## config.mk

```make
export PLATFORM = sky130hd
export DESIGN_NAME = cpts_cell
export DESIGN_NICKNAME = d
export VERILOG_FILES = /design/src/design/cpts_pkg.sv /design/src/design/cpts_cell.sv
export SDC_FILE = /design/constraint.sdc
export NUM_CORES = 1
export LEC_CHECK = 0
export BUFFER_PORTS_ARGS = -buffer_cell sky130_fd_sc_hd__clkbuf_2
export CAP_MARGIN = 20
export CORE_ASPECT_RATIO = 0.75
export CORE_MARGIN = 10
export CORE_UTILIZATION = 52
export CTS_CLUSTER_SIZE = 14
export DETAILED_ROUTE_END_ITERATION = 8
export PLACE_DENSITY = 0.83
export SETUP_SLACK_MARGIN = 0.5
export SLEW_MARGIN = 20
export SYNTH_ARGS = -nofsm -noshare
export SYNTH_HDL_FRONTEND = slang
export SYNTH_SLANG_ARGS = --single-unit
```

## constraint.sdc

```tcl
create_clock -name clk_i -period 5 [get_ports clk_i]
set_input_delay 0.75 -clock clk_i [delete_from_list [all_inputs] [get_ports clk_i]]
set_output_delay 0.75 -clock clk_i [all_outputs]
set_load 0.02 [all_outputs]
```

## src/design/cpts_pkg.sv

```systemverilog
// ----------------------------------------------------------------------------
// Scheduler package
// Shared constants and types for the counter priority task scheduler: the
// command broadcast to every task cell and the scan word passed down the row.
// ----------------------------------------------------------------------------
package cpts_pkg;

  localparam int NUM_TASKS      = 64;
  localparam int COUNTER_BITS   = 10;
  localparam int IDX_W          = (NUM_TASKS > 1) ? $clog2(NUM_TASKS) : 1;
  localparam int PRIO_W         = 8;
  localparam int DEPTH_W        = 4;
  localparam int SLOT_BITS      = 6;
  localparam int CNT_FIELD_BITS = 10;

  typedef enum logic [2:0] {
    OP_NONE      = 3'd0,
    OP_LOAD      = 3'd1,
    OP_REMOVE    = 3'd2,
    OP_SET_RUN   = 3'd3,
    OP_DEC       = 3'd4,
    OP_DEPTH_INC = 3'd5,
    OP_DEPTH_DEC = 3'd6
  } cell_op_e;

  typedef struct packed {
    cell_op_e                op;
    logic [IDX_W-1:0]        idx;
    logic                    runnable;
    logic [PRIO_W-1:0]       prio;
    logic [COUNTER_BITS-1:0] counter;
  } cmd_t;

  typedef struct packed {
    logic                    pulse;
    logic                    recharge;
    logic                    found;
    logic [COUNTER_BITS-1:0] top;
    logic [IDX_W-1:0]        best;
  } scan_t;

endpackage

```

## src/design/cpts_cell.sv

```systemverilog
// ----------------------------------------------------------------------------
// Task cell
// Holds one task slot. Applies broadcast commands aimed at its slot and, when
// the scan pulse passes, optionally recharges its counter and folds itself
// into the running best pick before handing the scan word on.
// ----------------------------------------------------------------------------
module cpts_cell import cpts_pkg::*; (
  input  logic                    clk_i,
  input  logic                    rst_ni,
  input  logic [IDX_W-1:0]        idx_i,
  input  cmd_t                    cmd_i,
  input  scan_t                   scan_i,
  output scan_t                   scan_o,
  output logic [COUNTER_BITS-1:0] counter_o,
  output logic [DEPTH_W-1:0]      depth_o
);

  localparam int SUM_W = ((COUNTER_BITS > PRIO_W) ? COUNTER_BITS : PRIO_W) + 1;
  localparam logic [COUNTER_BITS-1:0] CNT_MAX = '1;
  localparam logic [DEPTH_W-1:0]      DEPTH_MAX = '1;

  logic                    present_q, present_d;
  logic                    runnable_q, runnable_d;
  logic [PRIO_W-1:0]       prio_q, prio_d;
  logic [COUNTER_BITS-1:0] cnt_q, cnt_d;
  logic [DEPTH_W-1:0]      depth_q, depth_d;
  scan_t                   scan_q, scan_d;

  logic                    hit;
  logic [SUM_W-1:0]        sum;
  logic [COUNTER_BITS-1:0] recharged;
  logic [COUNTER_BITS-1:0] scan_val;

  always_comb begin
    hit       = (cmd_i.idx == idx_i);
    sum       = SUM_W'(cnt_q >> 1) + SUM_W'(prio_q);
    recharged = (sum > SUM_W'(CNT_MAX)) ? CNT_MAX : COUNTER_BITS'(sum);
    scan_val  = scan_i.recharge ? recharged : cnt_q;

    present_d  = present_q;
    runnable_d = runnable_q;
    prio_d     = prio_q;
    cnt_d      = cnt_q;
    depth_d    = depth_q;

    if (hit) begin
      case (cmd_i.op)
        OP_LOAD: begin
          present_d  = 1'b1;
          runnable_d = cmd_i.runnable;
          prio_d     = cmd_i.prio;
          cnt_d      = cmd_i.counter;
          depth_d    = '0;
        end
        OP_REMOVE: begin
          present_d  = 1'b0;
          runnable_d = 1'b0;
        end
        OP_SET_RUN: begin
          if (present_q) runnable_d = cmd_i.runnable;
        end
        OP_DEC: begin
          if (cnt_q != '0) cnt_d = cnt_q - 1'b1;
        end
        OP_DEPTH_INC: begin
          if (depth_q != DEPTH_MAX) depth_d = depth_q + 1'b1;
        end
        OP_DEPTH_DEC: begin
          if (depth_q != '0) depth_d = depth_q - 1'b1;
        end
        default: begin
        end
      endcase
    end

    scan_d = scan_i;
    if (scan_i.pulse) begin
      if (scan_i.recharge && present_q) cnt_d = recharged;
      if (present_q && runnable_q && (!scan_i.found || scan_val > scan_i.top)) begin
        scan_d.found = 1'b1;
        scan_d.top   = scan_val;
        scan_d.best  = idx_i;
      end
    end
  end

  always_ff @(posedge clk_i or negedge rst_ni) begin
    if (!rst_ni) begin
      present_q  <= 1'b0;
      runnable_q <= 1'b0;
      depth_q    <= '0;
      scan_q     <= '0;
    end else begin
      present_q  <= present_d;
      runnable_q <= runnable_d;
      depth_q    <= depth_d;
      scan_q     <= scan_d;
    end
  end

  always_ff @(posedge clk_i) begin
    prio_q <= prio_d;
    cnt_q  <= cnt_d;
  end

  assign scan_o    = scan_q;
  assign counter_o = cnt_q;
  assign depth_o   = depth_q;

endmodule
```

# Word level (Yosys, flattened, before mapping)
# Cells that the tools add are included.
# Widths: inputs -> output; s select.
# word_totals
word_cells,56
ff_bits,43
# op_classes
magnitude_cmp,2
addsub,4
eq_ne,11
mux,15
n_reduce_logical,14
# ops
op,count
$mux 10,6
$mux 17,2
$pmux 10 s2,1
$pmux 4 s3,1
$add 9x8->10,1
$gt 10x10->1,1
$gt 10x10->1 const B,1
$reduce_bool 10->1,1
$sub 10x1->10 const B,1
$eq 3x3->1 const B,3
$mux 4,2
$eq 3x2->1 const B,2
$eq 6x6->1,1
$ne 2x2->1 const B,3
$reduce_bool 3->1,2
$add 4x1->4 const B,1
$ne 4x4->1 const B,1
$reduce_and 2->1,2
$reduce_and 4->1,1
$reduce_bool 4->1,1
$sub 4x1->4 const B,1
$eq 3x1->1 const B,1
$logic_and 1x1->1,3
$pmux 1 s3,1
other kinds (6),6

# Depth between registers and ports, before layout
# depth
word_depth,9
ltp_mapped,15
depth_no_buf,14

# Least setup slack after synthesis
# OpenSTA, ideal clock, no wires.
# synth_timing
kind,register -> register
start,"register cnt_q[1], in the netlist counter_o[1]"
end,register scan_q (netlist bit scan_o[0])
setup_ns,0.125
arrival_ns,3.462
stages_incl_launch_ff,14
path_slack_ns,1.413
n_path_buf,1
t_required_ns,4.875
cell_sequence,dfxtp_1 > ha_1 > fa_1 > a211oi_1 > o21bai_1 > a21oi_1 > xnor2_1 > mux2_2 > ha_1 > a211o_1 > a221o_1 > o311ai_1 > buf_2 > mux2_2
# synth_lines
element,line_no,rtl
start: declaration,cpts_cell.sv:25,"logic [COUNTER_BITS-1:0] cnt_q, cnt_d;"
start signal: assignment,cpts_cell.sv:103,cnt_q <= cnt_d;
end signal: assignment,cpts_cell.sv:97,scan_q <= scan_d;
end: declaration,cpts_cell.sv:27,"scan_t scan_q, scan_d;"

==> impl_metrics.ini <==
[run_status]
status = finished, final reports clean

[pwr]
pwr-share-comb_pct = 40.0
pwr-share-clk_pct = 20.3
seq_power_share_pct = 39.7
finalPower_uw = 1060
swShare_pct = 37.4
p_int_uw = 662
vdd_ir_drop_max_mv = 0.171
p_leak_uw = 0.00161
cellPowerDensity_mw_per_mm2 = 308
p_sw_uw = 395

[cts]
postCtsHoldBufs = 0
root_buffer = clkbuf_8
numCtsBuffers = 5
cts_resized = 0
clk_latency_ns = 0.30
clock-sinks = 43
h-tree-depth = 2
postCtsSetupRepairBufs = 0
clock_path_buffers = 2
cts_tree = done
clk_pin_slew_worst_paths_ns = 0.08

[sta]
rsz0062_at_grt = false
hold_violations = 0
finalSetupViolCount = 0
period_needed_ns = 4.14
worst-slew-pin-transition_ns = 0.720
totalNegativeSetupSlack_ns = 0
setup_ws_ns = 0.859
min_period_over_period_pct = 82.8
slew_violations = 0
max_freq_mhz = 242
slew_headroom_pct = 51.9
skew_ns = 0.00725

[yosys]
synthMuxAreaShare_pct = 8.57
synth-compound-area-share_pct = 18.0
ys_types = 61
synthXorXnorAreaFrac_pct = 4.95
ys_warn_count = 0
synth_cells = 292
synth-seq-cells = 43
synthAdderAreaFrac_pct = 10.7
synth-seq-area-share_pct = 37.6
ys_async_sr_fraction_pct = 58.1
yosys.area_share.simple_pct = 16.7
synth_edf_count = 8
syn-num-nets = 370
syn_area_mm2 = 0.00283
avgSynthCellArea_um2 = 9.70
synth_top_family_by_area = compound AO/OA/AOI/OAI gates
yosys_most_used_dff = dfrtp_1

[setup_path]
cp_max_fo = 8
critPathTopFamily = compound AO/OA/AOI/OAI gates
cp_slowest_stage_delay_ns = 0.53
critical_path.cell_chain = ha_1, fa_1, a211oi_1, o21bai_1, a21oi_1, xnor2_1, mux2_2, ha_1, a211o_1, a221o_1, o311ai_2, buf_4, mux2_2
path_class = reg -> reg
cp.required_ns = 5.18
arrival_ns = 4.32
cp-start-kind = register
crit_path_top_delay_cell = o311ai_2
crit_path_end_kind = register
cp.buffers_inverters = 1

[global_routing]
grt_pass1_vias = 2618
grt_pass1_wl_um = 12800
antenna_found_initial = 0
grt_overflow_total = 0
grt_max_degree = 26
grt_util_all_layers_pct = 17.5

[placed_design]
portBuffers = 87
place_ws_ns = 0.949
post-dp-hpwl_um = 6400
place.gp.congestion = 0.926

[drt]
routed_wl_um = 7950
first_iter_violations = 214
drc_errors = 0
vias = 2586
wl_per_cell_um = 17.5
firstDrtPassIters = 5
antenna_left = 0
via_per_inst = 5.68

[worst_hold_path]
hold_path_class = in -> async

[layout]
n_fill_cell = 464
drive_gt1_share_pct = 33.2
final_cell_mix = 87 x clkbuf_2, 25 x dfrtp_1, 22 x a21oi_1, 21 x nor2_1, 21 x ha_1
diodes = 0
area_delta_synth_final_pct = 21.0
nNetsFinal = 457
final_common_cell = clkbuf_2

[die]
fp.dieW_um = 105
coreArea_mm2 = 0.00530
boundaryPins = 88
start_util_pct = 53.5
fp-row-count = 23
dieArea_mm2 = 0.00883
die_y_um = 83.9

[flow_run]
cap_violations = 0
final timing paths:
path,endpoint,slack [ns],start,depth (start not counted)
max,scan_o[1],0.86,prio_q[0],13
min,scan_o[3],0.45,rst_ni,1
max reg2reg,scan_o[1],0.86,prio_q[0],13
min reg2reg,depth_o[2],0.56,depth_o[2],2
max in group asynchronous,scan_o[6],4.14,rst_ni,1
min in group clk_i,depth_o[2],0.56,depth_o[2],2
Yosys cell counts, types with 2 or more instances:
library cell  number  area share, %
dfrtp_1           25             22
a21oi_1           22            3.9
ha_1              21            9.3
nor2_1            21            2.8
nand2_1           19            2.5
mux2_2            17            6.8
inv_1             16            2.1
xnor2_1           15            4.6
o21ai_0           13            2.3
nand3_1           12            2.1
dfxtp_1           10            7.1
a31oi_1            8            1.8
edfxtp_1           8            8.5
clkbuf_1           5           0.66
nor3_1             5           0.88
a211oi_1           4            1.1
a21o_1             4            1.1
buf_2              3           0.53
nand2b_1           3           0.66
nand3b_1           3           0.80
nand4_1            3           0.66
o211ai_1           3           0.80
o21bai_1           3           0.80
a211o_1            2           0.62
a21boi_0           2           0.53
a221oi_1           2           0.62
a22oi_1            2           0.53
and3_1             2           0.44
and4_1             2           0.62
fa_1               2            1.4
mux2_4             2            1.1
nand2_2            2           0.44
nor2b_1            2           0.44
o31ai_1            2           0.53
cells by family after synthesis:
group | count (synthesis)
AND/OR/NAND/NOR | 86
multiplexers | 21
XOR/XNOR | 16
AO/OA/AOI/OAI | 78
adder cells (fa/ha/maj) | 23
flip-flops | 43
buffers and inverters | 25
routing by layer:
metal / up-vias / GRT usage [%] / routed length, um
met1: 1217 / 22.3 / 3360
met3: 9 / 4.71 / 584
met5: - / 0 / 0
li1: 1257 / - / -
met2: 103 / 28.3 / 3920
met4: 0 / 4.48 / 88
stage by stage:
| stage | cells | hold WS, ns | util, % | cell area, um2 |
|---|---|---|---|---|
| 2_1_floorplan | 292 | 0.454 | - | 2830 |
| 3_3_place_gp | 447 | 0.538 | 63.2 | 3350 |
| 3_5_place_dp | 447 | 0.548 | 63.2 | 3350 |
| 4_1_cts | 455 | 0.482 | 64.7 | 3430 |
| 5_1_grt | 455 | 0.498 | 64.7 | 3430 |
| 6_report | 455 | 0.455 | 64.7 | 3430 |
state kept, by name, summed over array words and instances (netlist names):
name and count:
scan_o 19, counter_o 10, prio_q 8, depth_o 4, present_q 1, runnable_q 1
area by class of cell:
type	count	area, um2	area share, %
sequential	43	1070	31.1
clock buffer	7	76.3	2.23
multi-input combinational	224	1680	48.9
timing repair buffer	89	450	13.1
tap	75	93.8	2.74
clock inverter	1	5.00	0.146
inverter	16	60.1	1.75
power by group through the flow:
stage | Sequential (uW) | Combinational [uW] | Clock (uW)
after CTS | 419 | 420 | 216
after floorplan | 448 | 260 | 0
after global placement | 424 | 402 | 0
final | 420 | 423 | 215
after detailed placement | 426 | 415 | 0
after global routing | 424 | 462 | 231
(Power assumes the default switching activity.)
